## config.mk

```make
export PLATFORM = sky130hd
export DESIGN_NAME = multibyte_delimiter_splitter_flat
export DESIGN_NICKNAME = d
export VERILOG_FILES = /design/src/sv/mds_pkg.sv /design/src/sv/mds_if.sv /design/src/sv/mds_out_fifo.sv /design/src/sv/multibyte_delimiter_splitter.sv /design/src/flat_wrapper.sv
export SDC_FILE = /design/constraint.sdc
export NUM_CORES = 1
export LEC_CHECK = 0
export ABC_AREA = 1
export BUFFER_PORTS_ARGS = -buffer_cell sky130_fd_sc_hd__buf_2
export CORE_MARGIN = 1.5
export CORE_UTILIZATION = 55
export CTS_BUF_LIST = sky130_fd_sc_hd__clkbuf_8
export DETAILED_ROUTE_END_ITERATION = 16
export PLACE_DENSITY_LB_ADDON = 0.25
export SYNTH_ARGS = -nofsm -noshare
export SYNTH_HDL_FRONTEND = slang
export SYNTH_SLANG_ARGS = --single-unit
```

## constraint.sdc

```tcl
create_clock -name clk_i -period 5.2 [get_ports clk_i]
set_input_delay 0.78 -clock clk_i [delete_from_list [all_inputs] [get_ports clk_i]]
set_output_delay 0.78 -clock clk_i [all_outputs]
set_load 0.02 [all_outputs]
```

## src/sv/mds_pkg.sv

```systemverilog
// mds_pkg: shared types and constants of the multibyte delimiter splitter
// no dependencies; imported by the splitter and its output buffer

package mds_pkg;

  localparam int unsigned SEP_MAX_DEF = 8;
  localparam int unsigned SEP_LEN_W   = 4;
  localparam int unsigned SEP_BYTES_W = 64;
  localparam int unsigned CFG_IDX_W   = 1;
  localparam int unsigned CFG_DATA_W  = SEP_BYTES_W;

  localparam logic [CFG_IDX_W-1:0] REG_SEP_LEN   = 1'd0;
  localparam logic [CFG_IDX_W-1:0] REG_SEP_BYTES = 1'd1;

  localparam logic [SEP_LEN_W-1:0]   SEP_LEN_RST   = 4'd1;
  localparam logic [SEP_BYTES_W-1:0] SEP_BYTES_RST = 64'd59;

  typedef struct packed {
    logic [7:0] out_byte;
    logic       carries_byte;
    logic       token_end;
    logic       string_end;
    logic       run_last;
  } res_t;

endpackage

```

## src/sv/mds_if.sv

```systemverilog
// mds_in_if and mds_out_if: valid/ready channels of the splitter
// standalone; used by multibyte_delimiter_splitter

interface mds_in_if;
  logic       valid;
  logic       ready;
  logic [7:0] in_byte;
  logic       byte_present;
  logic       string_last;

  modport source (output valid, output in_byte, output byte_present, output string_last,
                  input ready);
  modport sink   (input valid, input in_byte, input byte_present, input string_last,
                  output ready);
endinterface

interface mds_out_if;
  logic       valid;
  logic       ready;
  logic [7:0] out_byte;
  logic       carries_byte;
  logic       token_end;
  logic       string_end;
  logic       run_last;

  modport source (output valid, output out_byte, output carries_byte, output token_end,
                  output string_end, output run_last, input ready);
  modport sink   (input valid, input out_byte, input carries_byte, input token_end,
                  input string_end, input run_last, output ready);
endinterface

```

## src/sv/mds_out_fifo.sv

```systemverilog
// mds_out_fifo: two-entry result buffer between the split step and the output
// depends on mds_pkg (res_t)

module mds_out_fifo
  import mds_pkg::*;
(
  input  logic clk_i,
  input  logic rst_ni,
  input  logic push_i,
  input  res_t data_i,
  input  logic pop_i,
  output logic full_o,
  output logic valid_o,
  output res_t data_o
);

  res_t       mem_q [2];
  logic       wr_ptr_q, wr_ptr_d;
  logic       rd_ptr_q, rd_ptr_d;
  logic [1:0] cnt_q, cnt_d;
  logic       do_pop;

  assign valid_o = (cnt_q != 2'd0);
  assign full_o  = (cnt_q == 2'd2);
  assign data_o  = mem_q[rd_ptr_q];
  assign do_pop  = pop_i && valid_o;

  always_comb begin
    wr_ptr_d = wr_ptr_q;
    rd_ptr_d = rd_ptr_q;
    cnt_d    = cnt_q;
    if (push_i) begin
      wr_ptr_d = ~wr_ptr_q;
    end
    if (do_pop) begin
      rd_ptr_d = ~rd_ptr_q;
    end
    if (push_i && !do_pop) begin
      cnt_d = cnt_q + 2'd1;
    end else if (!push_i && do_pop) begin
      cnt_d = cnt_q - 2'd1;
    end
  end

  always_ff @(posedge clk_i or negedge rst_ni) begin
    if (!rst_ni) begin
      wr_ptr_q <= 1'b0;
      rd_ptr_q <= 1'b0;
      cnt_q    <= 2'd0;
    end else begin
      wr_ptr_q <= wr_ptr_d;
      rd_ptr_q <= rd_ptr_d;
      cnt_q    <= cnt_d;
    end
  end

  always_ff @(posedge clk_i) begin
    if (push_i) begin
      mem_q[wr_ptr_q] <= data_i;
    end
  end

endmodule

```

## src/sv/multibyte_delimiter_splitter.sv

```systemverilog
// multibyte_delimiter_splitter: top level, configuration registers and split step
// depends on mds_pkg, mds_in_if, mds_out_if and mds_out_fifo

// Splits a byte stream into tokens at a separator of up to SEP_MAX bytes
// (sep_len, sep_bytes with the first character in the lowest byte; a length of
// zero disables splitting, lengths above SEP_MAX act as SEP_MAX). Requests are
// taken one per cycle while the output buffer has room and each causes at most
// one result, as every byte inside a string does unless the separator length
// was lowered below the number of pending bytes. A request causing k results,
// such as a string's closing one (its pending bytes and the end marker), holds
// the input until all are emitted; the split step emits one result per cycle
// while the two-entry buffer has room, so a stalled output is absorbed for two
// results before the input stalls. Write configuration only while idle.

module multibyte_delimiter_splitter
  import mds_pkg::*;
#(
  parameter int unsigned SEP_MAX = SEP_MAX_DEF
) (
  input  logic                  clk_i,
  input  logic                  rst_ni,
  input  logic                  cfg_we_i,
  input  logic [CFG_IDX_W-1:0]  cfg_idx_i,
  input  logic [CFG_DATA_W-1:0] cfg_data_i,
  mds_in_if.sink                in_i,
  mds_out_if.source             out_o
);

  localparam int unsigned CNT_W = $clog2(SEP_MAX + 1);

  logic [SEP_LEN_W-1:0]   sep_len_q;
  logic [SEP_BYTES_W-1:0] sep_bytes_q;
  logic [CNT_W-1:0]       len;

  logic [7:0]       win_q [SEP_MAX];
  logic [CNT_W-1:0] cnt_q;
  logic             cmp_q;
  logic             last_q;
  logic             busy;

  logic [7:0]       v_win [SEP_MAX];
  logic [CNT_W-1:0] v_cnt;
  logic             v_cmp, v_last;
  logic [7:0]       n_win [SEP_MAX];
  logic [CNT_W-1:0] n_cnt;
  logic             n_cmp, n_last, n_cmp_live;
  logic             cmp_live, match, emit;
  res_t             res;

  logic full, in_acc, step_go;

  // configuration
  always_ff @(posedge clk_i or negedge rst_ni) begin
    if (!rst_ni) begin
      sep_len_q   <= SEP_LEN_RST;
      sep_bytes_q <= SEP_BYTES_RST;
    end else if (cfg_we_i) begin
      unique case (cfg_idx_i)
        REG_SEP_LEN:   sep_len_q   <= cfg_data_i[SEP_LEN_W-1:0];
        REG_SEP_BYTES: sep_bytes_q <= cfg_data_i[SEP_BYTES_W-1:0];
        default: ;
      endcase
    end
  end

  assign len = (sep_len_q > SEP_LEN_W'(SEP_MAX)) ? CNT_W'(SEP_MAX)
                                                  : sep_len_q[CNT_W-1:0];

  assign busy     = cmp_q || last_q;
  assign in_acc   = in_i.valid && !busy && !full;
  assign in_i.ready = !busy && !full;
  assign step_go  = !full && (busy || in_acc);

  always_comb begin
    v_win  = win_q;
    v_cnt  = cnt_q;
    v_cmp  = cmp_q;
    v_last = last_q;
    if (in_acc) begin
      for (int i = 0; i < SEP_MAX; i++) begin
        if (in_i.byte_present && (CNT_W'(i) == cnt_q)) begin
          v_win[i] = in_i.in_byte;
        end
      end
      if (in_i.byte_present) begin
        v_cnt = cnt_q + CNT_W'(1);
      end
      v_cmp  = in_i.byte_present;
      v_last = in_i.string_last;
    end

    match = 1'b1;
    for (int i = 0; i < SEP_MAX; i++) begin
      if ((CNT_W'(i) < len) && (v_win[i] != sep_bytes_q[8*i +: 8])) begin
        match = 1'b0;
      end
    end

    cmp_live = v_cmp && ((v_cnt > len) || ((v_cnt == len) && (len != '0)));

    n_win  = v_win;
    n_cnt  = v_cnt;
    n_cmp  = v_cmp;
    n_last = v_last;
    res    = '0;
    emit   = 1'b0;

    if (cmp_live) begin
      emit = 1'b1;
      if ((v_cnt == len) && match) begin
        res.token_end = 1'b1;
        n_cnt = '0;
        n_cmp = 1'b0;
      end else begin
        res.out_byte     = v_win[0];
        res.carries_byte = 1'b1;
        for (int i = 0; i < SEP_MAX - 1; i++) begin
          n_win[i] = v_win[i+1];
        end
        n_cnt = v_cnt - CNT_W'(1);
        if (v_cnt == len) begin
          n_cmp = 1'b0;
        end
      end
    end else begin
      n_cmp = 1'b0;
      if (v_last) begin
        emit = 1'b1;
        if (v_cnt != '0) begin
          res.out_byte     = v_win[0];
          res.carries_byte = 1'b1;
          for (int i = 0; i < SEP_MAX - 1; i++) begin
            n_win[i] = v_win[i+1];
          end
          n_cnt = v_cnt - CNT_W'(1);
        end else begin
          res.token_end  = 1'b1;
          res.string_end = 1'b1;
          n_last = 1'b0;
        end
      end
    end

    n_cmp_live   = n_cmp && ((n_cnt > len) || ((n_cnt == len) && (len != '0)));
    res.run_last = !(n_cmp_live || n_last);
  end

  always_ff @(posedge clk_i or negedge rst_ni) begin
    if (!rst_ni) begin
      cnt_q  <= '0;
      cmp_q  <= 1'b0;
      last_q <= 1'b0;
    end else if (step_go) begin
      cnt_q  <= n_cnt;
      cmp_q  <= n_cmp_live;
      last_q <= n_last;
    end
  end

  always_ff @(posedge clk_i) begin
    if (step_go) begin
      win_q <= n_win;
    end
  end

  res_t fifo_data;

  mds_out_fifo u_out_fifo (
    .clk_i   (clk_i),
    .rst_ni  (rst_ni),
    .push_i  (step_go && emit),
    .data_i  (res),
    .pop_i   (out_o.ready),
    .full_o  (full),
    .valid_o (out_o.valid),
    .data_o  (fifo_data)
  );

  assign out_o.out_byte     = fifo_data.out_byte;
  assign out_o.carries_byte = fifo_data.carries_byte;
  assign out_o.token_end    = fifo_data.token_end;
  assign out_o.string_end   = fifo_data.string_end;
  assign out_o.run_last     = fifo_data.run_last;

endmodule

```

## src/flat_wrapper.sv

```systemverilog
// flat-port wrapper written by rule: the top's interface ports become plain ports
module multibyte_delimiter_splitter_flat import mds_pkg::*;
#(
  parameter int unsigned SEP_MAX = SEP_MAX_DEF
)
  (clk_i, rst_ni, cfg_we_i, cfg_idx_i, cfg_data_i, in_i_valid, in_i_in_byte, in_i_byte_present, in_i_string_last, in_i_ready, out_o_valid, out_o_out_byte, out_o_carries_byte, out_o_token_end, out_o_string_end, out_o_run_last, out_o_ready);
  mds_in_if in_i_i ();
  mds_out_if out_o_i ();
  input  logic clk_i;
  input  logic rst_ni;
  input  logic cfg_we_i;
  input  logic [CFG_IDX_W-1:0] cfg_idx_i;
  input  logic [CFG_DATA_W-1:0] cfg_data_i;
  input wire logic [$bits(in_i_i.valid)-1:0] in_i_valid;
  input wire logic [$bits(in_i_i.in_byte)-1:0] in_i_in_byte;
  input wire logic [$bits(in_i_i.byte_present)-1:0] in_i_byte_present;
  input wire logic [$bits(in_i_i.string_last)-1:0] in_i_string_last;
  output wire logic [$bits(in_i_i.ready)-1:0] in_i_ready;
  output wire logic [$bits(out_o_i.valid)-1:0] out_o_valid;
  output wire logic [$bits(out_o_i.out_byte)-1:0] out_o_out_byte;
  output wire logic [$bits(out_o_i.carries_byte)-1:0] out_o_carries_byte;
  output wire logic [$bits(out_o_i.token_end)-1:0] out_o_token_end;
  output wire logic [$bits(out_o_i.string_end)-1:0] out_o_string_end;
  output wire logic [$bits(out_o_i.run_last)-1:0] out_o_run_last;
  input wire logic [$bits(out_o_i.ready)-1:0] out_o_ready;
  assign in_i_i.valid = in_i_valid;
  assign in_i_i.in_byte = in_i_in_byte;
  assign in_i_i.byte_present = in_i_byte_present;
  assign in_i_i.string_last = in_i_string_last;
  assign in_i_ready = in_i_i.ready;
  assign out_o_valid = out_o_i.valid;
  assign out_o_out_byte = out_o_i.out_byte;
  assign out_o_carries_byte = out_o_i.carries_byte;
  assign out_o_token_end = out_o_i.token_end;
  assign out_o_string_end = out_o_i.string_end;
  assign out_o_run_last = out_o_i.run_last;
  assign out_o_i.ready = out_o_ready;
  multibyte_delimiter_splitter #(.SEP_MAX(SEP_MAX)) u_core (.clk_i(clk_i), .rst_ni(rst_ni), .cfg_we_i(cfg_we_i), .cfg_idx_i(cfg_idx_i), .cfg_data_i(cfg_data_i), .in_i(in_i_i), .out_o(out_o_i));
endmodule
```

After elaboration in Yosys (flattened, before gate mapping)

Memory sizes are Yosys's and may differ from the RTL's.
Index checks and enable logic that the tools add are counted.

$add $sub $neg: 4
Order comparisons: 11
Equal/unequal tests: 18
Mux-type cells: 49
Bitwise logic cells: 3
Reductions and logical operators: 46

Operators with widths:

| kind                                                                        | number |
|---|---|
| 56-bit 2-to-1 mux                                                           | 4 |
| 64-bit 2-to-1 mux                                                           | 1 |
| 8-bit 2-to-1 mux                                                            | 8 |
| 8-bit inequality test                                                       | 8 |
| 1-bit logical AND                                                           | 29 |
| 4-bit 2-to-1 mux                                                            | 7 |
| 1-bit 2-to-1 mux                                                            | 22 |
| 9-bit 2-to-1 mux                                                            | 2 |
| 3-bit by 4-bit == test with 1-bit output, first input constant              | 4 |
| 3-bit by 4-bit less-than comparator with 1-bit output, first input constant | 4 |
| 11-bit 2-to-1 mux                                                           | 1 |
| 10-bit 2-to-1 mux                                                           | 1 |
| 2-bit by 4-bit == test with 1-bit output, first input constant              | 2 |
| 4-bit == test                                                               | 2 |
| 4-bit greater-than comparator                                               | 2 |
| 1-bit by 4-bit less-than comparator with 1-bit output, first input constant | 2 |
| 2-bit by 4-bit less-than comparator with 1-bit output, first input constant | 2 |
| 4-bit nonzero test                                                          | 2 |
| 2-bit 2-to-1 mux                                                            | 3 |
| 1-bit zero test                                                             | 5 |
| 1-bit logical OR                                                            | 5 |
| 4-bit by 1-bit adder with 4-bit output, second input constant               | 1 |
| 1-bit by 4-bit == test with 1-bit output, first input constant              | 1 |
| 4-bit greater-than comparator, second input constant                        | 1 |
| other kinds (8)                                                             | 12 |

Bits in registers: 142
Bits in writable memories: 24
Output and inout bits: 14
Word-level logic and storage cells: 148
Memories kept: 1

Memories:

| memory                  | words | bits a word | rd ports | clocked after Yosys merged registers in | wr ports | RTL line           | RTL |
|---|---|---|---|---|---|---|---|
| u_core.u_out_fifo.mem_q | 2     | 12          | 1        | 0                                       | 1        | mds_out_fifo.sv:17 | `res_t mem_q [2];` |

Longest topological paths before layout

Depth in word-level cells: 24
Depth in mapped cells: 31
Depth with buffers taken out: 31

Hierarchy

A second synthesis with hierarchy kept.

Cell total of the unflattened synthesis: 1399
Area total of the unflattened synthesis: 10204.8 um^2

Modules (own cells, without submodules):

| module                       | times used | cells each | area an instance (um^2) |
|---|---|---|---|
| multibyte_delimiter_splitter | 1          | 1309       | 9111.2 |
| mds_out_fifo                 | 1          | 90         | 1093.5 |

Worst setup path after synthesis

No wires, ideal clock.

Kind: input to register
Start point: input in_i_valid
End point: memory u_core.u_out_fifo.mem_q[1][0] (netlist name), enable pin
Setup time: 0.382 ns
Arrival: 5.382 ns
Required time: 4.818 ns
Path slack: -0.564 ns
Stages: 4
Path buffers: 0
Path through: nand2_1 a21oi_1 nand2_1 nor2_1

Elaborated cells between the ends (all ways): 17

RTL lines:

| what                                   | RTL line                            | RTL |
|---|---|---|
| from (decl)                            | flat_wrapper.sv:14                  | `input wire logic [$bits(in_i_i.valid)-1:0] in_i_valid;` |
| 1-bit logical AND (2 in series)        | multibyte_delimiter_splitter.sv:70  | `assign in_acc = in_i.valid && !busy && !full;` |
| 1-bit logical OR                       | multibyte_delimiter_splitter.sv:72  | `assign step_go = !full && (busy \|\| in_acc);` |
| 1-bit logical AND                      | multibyte_delimiter_splitter.sv:72  |  |
| net u_core.step_go                     | multibyte_delimiter_splitter.sv:50  | `logic full, in_acc, step_go;` |
| 1-bit logical AND                      | multibyte_delimiter_splitter.sv:171 | `.push_i (step_go && emit),` |
| 1-bit 2-to-1 mux                       | mds_out_fifo.sv:58                  | `if (push_i) begin` |
| 1-bit 2-to-1 mux (implied by the code) | mds_out_fifo.sv:59                  | `mem_q[wr_ptr_q] <= data_i;` |
| to (decl)                              | mds_out_fifo.sv:17                  |  |

The timed path passes the listed nets, and every way through them passes these cells.

==> results.json <==
{
  "leakagePower_nw": 5.82,
  "vias": 9016,
  "synth_flop_cell": "edfxtp_1",
  "drive_gt1_frac": 0.133,
  "worstSetupPathType": "reg -> reg",
  "rsz0062_at_grt": "no",
  "seq_area_frac_synth": 0.459,
  "fin_util": 0.623,
  "grt_overflow": 0,
  "fmax_mhz": 224,
  "die-height_um": 138,
  "vdd_drop_max_uv": 490,
  "startpoint_type": "register",
  "drv_slew": 0,
  "grt_max_degree": 79,
  "pre_cts_ws_ns": 0.374,
  "crit_required_ns": 5.41,
  "antenna_found_initial": 0,
  "ys_types": 34,
  "synth_top_family_by_area": "simple AND/OR/NAND/NOR gates",
  "synth_area_mm2": 0.0100,
  "muxShareOfSynthArea": 0.0225,
  "critical_path.startpoint": "u_core.cnt_q[0]",
  "die_area_mm2": 0.0190,
  "postCtsSetupBuffers": 0,
  "hold_class": "in -> async",
  "synth.net_count": 1453,
  "outcome": "finished, final reports clean",
  "cts_buffers": 17,
  "critPathCaptureType": "register",
  "worst_slack_ns": 0.731,
  "cts_tree": "yes",
  "dp_hpwl_um": 18600,
  "syn2layout_area_growth_pct": 11.2,
  "r2r_start": "u_core.cnt_q[0]",
  "r2r_end": "u_core.u_out_fifo.mem_q[1][0]",
  "synth_seq_cells": 166,
  "fin_total_pwr_w": 0.00693,
  "synth-xor-area-share": 0.00699,
  "syn_area_per_cell_um2": 7.37,
  "fp.coreArea_mm2": 0.0179,
  "grt_pass1_wl_um": 40500,
  "clockBufferDepth": 2,
  "drv_cap": 0,
  "min_period_ns": 4.47,
  "via_per_inst": 5.34,
  "cts_sinks": 166,
  "h-tree-depth": 4,
  "portBuffers": 93,
  "synthCells": 1359,
  "antenna_left": 0,
  "path_clk_slew_ns": 0.09,
  "dr.pass1.iters": 7,
  "wl_um": 26000,
  "dpl_cell_area_mm2": 0.0107,
  "diodes": 0,
  "grtUsageTotal": 0.282,
  "reg2reg_setup_slack_ns": 0.73,
  "highest_layer": "met4",
  "drt_iter0_drc": 729,
  "wire_per_inst_um": 15.4,
  "cts-hold-fix-buffers": 0,
  "drc": 0,
  "num_rows": 49,
  "fin_nets": 1540,
  "synth_simple_gate_area_frac": 0.330,
  "finalSetupViolCount": 0,
  "worstSkewPairLatency_ns": 0.49,
  "start_util": 0.560,
  "routed-wl-met2_um": 12200,
  "fin_area_mm2": 0.0111,
  "tightestPinTransition_ns": 1.02,
  "grt_pass1_vias": 8052,
  "synth_edf_count": 88,
  "critPathArrivalTime_ns": 4.68,
  "crit_fanout": 15,
  "hold_viol": 0,
  "reg2reg_depth": 24,
  "synth_compound_area_frac": 0.0711,
  "gp_congestion": 0.908,
  "wl_met3_um": 1780,
  "post_synth_fa_ha_maj_area_fraction": 0.0175,
  "io_pins": 94,
  "wl_met1_um": 11400,
  "period_share": 0.859,
  "ys_warn_count": 0,
  "synthArstFlopShare": 0.470,
  "tns_ns": 0,
  "powerDensity_mw_per_mm2": 622,
  "fin_skew_ns": 0.0214,
  "cts_root_buf": "clkbuf_8",
  "die_x_um": 138,
  "slew_headroom": 0.321,
  "cts_resized": 0
}
-- per-layer routing --
layer | up-vias | GRT usage
li1 | 4486 | -
met1 | 4130 | 0.374
met2 | 352 | 0.464
met3 | 48 | 0.0526
met4 | 0 | 0.101
met5 | - | 0
-- where the power goes --
group | internal [W] | switching [W] | total (W)
Sequential | 0.00214 | 0.000206 | 0.00235
Combinational | 0.00110 | 0.00242 | 0.00352
Clock | 0.000562 | 0.000496 | 0.00106
-- layout make-up --
class | count | area (µm²)
Multi-Input combinational cell | 965 | 4510
Fill cell | 1618 | 6760
Timing Repair Buffer | 107 | 586
Tap cell | 229 | 287
Clock buffer | 20 | 275
Clock inverter | 12 | 176
Inverter | 189 | 709
Sequential cell | 166 | 4600
-- cell usage after synthesis, types with 2 or more instances --
cell type  count  area [µm²]
o211ai_1       2        15.0
clkbuf_1      14        52.6
nor3_1         2        10.0
a21oi_1      101         505
o21ai_1        5        25.0
nor2_1       149         559
o21ai_0       30         150
xor2_1         6        52.6
nand3_1       80         400
dfstp_2        6         158
nand4_1       17         106
inv_1        186         698
inv_2          3        11.3
buf_4         14         105
ha_1          14         175
buf_2          8        40.0
nand2_2        5        31.3
dfrtp_1       72        1800
nand2_1      489        1840
nor2_2         4        25.0
mux2_2        20         225
xnor2_1        2        17.5
nand3b_1      21         158
nand3_2        5        50.1
nor2_4         7        78.8
buf_1          2        7.51
edfxtp_1      88        2640
-- sequential cells by signal (all words and copies together) (netlist names) --
| name | count |
|---|---|
| u_core.u_out_fifo.cnt_q | 2 |
| u_core.u_out_fifo.wr_ptr_q | 1 |
| u_core.u_out_fifo.rd_ptr_q | 1 |
| u_core.cmp_q | 1 |
| u_core.sep_len_q | 4 |
| u_core.cnt_q | 4 |
| u_core.last_q | 1 |
| u_core.win_q | 64 |
| u_core.u_out_fifo.mem_q | 24 |
| u_core.sep_bytes_q | 64 |
-- placed cells by master, fill, tap and decap left out, types with 17 or more instances in the layout --
master and instances:
a21oi_1 100, buf_2 92, clkbuf_8 20, dfrtp_1 72
edfxtp_1 88, inv_1 187, mux2_2 20, nand2_1 488
nand3_1 80, nand3b_1 21, nand4_1 17, nor2_1 149
o21ai_0 30
-- stage by stage --
stage,instances,hold WS [ns]
finish,1688,0.277
global route,1688,0.307
CTS,1688,0.292
detailed placement,1656,0.471
global placement,1656,0.463
floorplan,1359,0.446
-- logic make-up after synthesis --
logic type,count (synthesis)
xor gates and xnor gates,8
and+or+nand+nor,783
AOI/OAI and AO/OA,140
buffers and inverters,228
adders and majority gates,14
DFF,166
muxes,20
-- worst max path at each step --
stage / to / slack [ns] / cells after the start
after floorplan: u_core.u_out_fifo.mem_q[1][0] / 0.95 / 4
after global placement: u_core.u_out_fifo.mem_q[0][0] / 0.51 / 23
after detailed placement: u_core.u_out_fifo.mem_q[0][0] / 0.37 / 23
after CTS: u_core.u_out_fifo.mem_q[1][0] / 0.78 / 23
after global routing: u_core.u_out_fifo.mem_q[1][0] / 0.36 / 23
final: u_core.u_out_fifo.mem_q[1][0] / 0.73 / 24
-- critical path, stage by stage (launching register included) --
cell and delay, ns:
dfrtp_1 0.43, inv_1 0.13, ha_1 0.54, nand4_1 0.54, o21ai_0 0.31, nand2_1 0.11
nand3_1 0.09, nand2_1 0.07, nor2_1 0.09, nand2_1 0.06, nor2_1 0.16, nor2_1 0.06
nor2_1 0.08, nand2_1 0.09, nand2_1 0.12, nand2_1 0.09, nand3_1 0.07, o21ai_1 0.08
ha_1 0.32, nand2_1 0.07, inv_1 0.05, nand3_1 0.08, o21ai_0 0.11, a311oi_1 0.34
a21oi_1 0.11
Note: power is estimated with default switching activity, not from simulation.
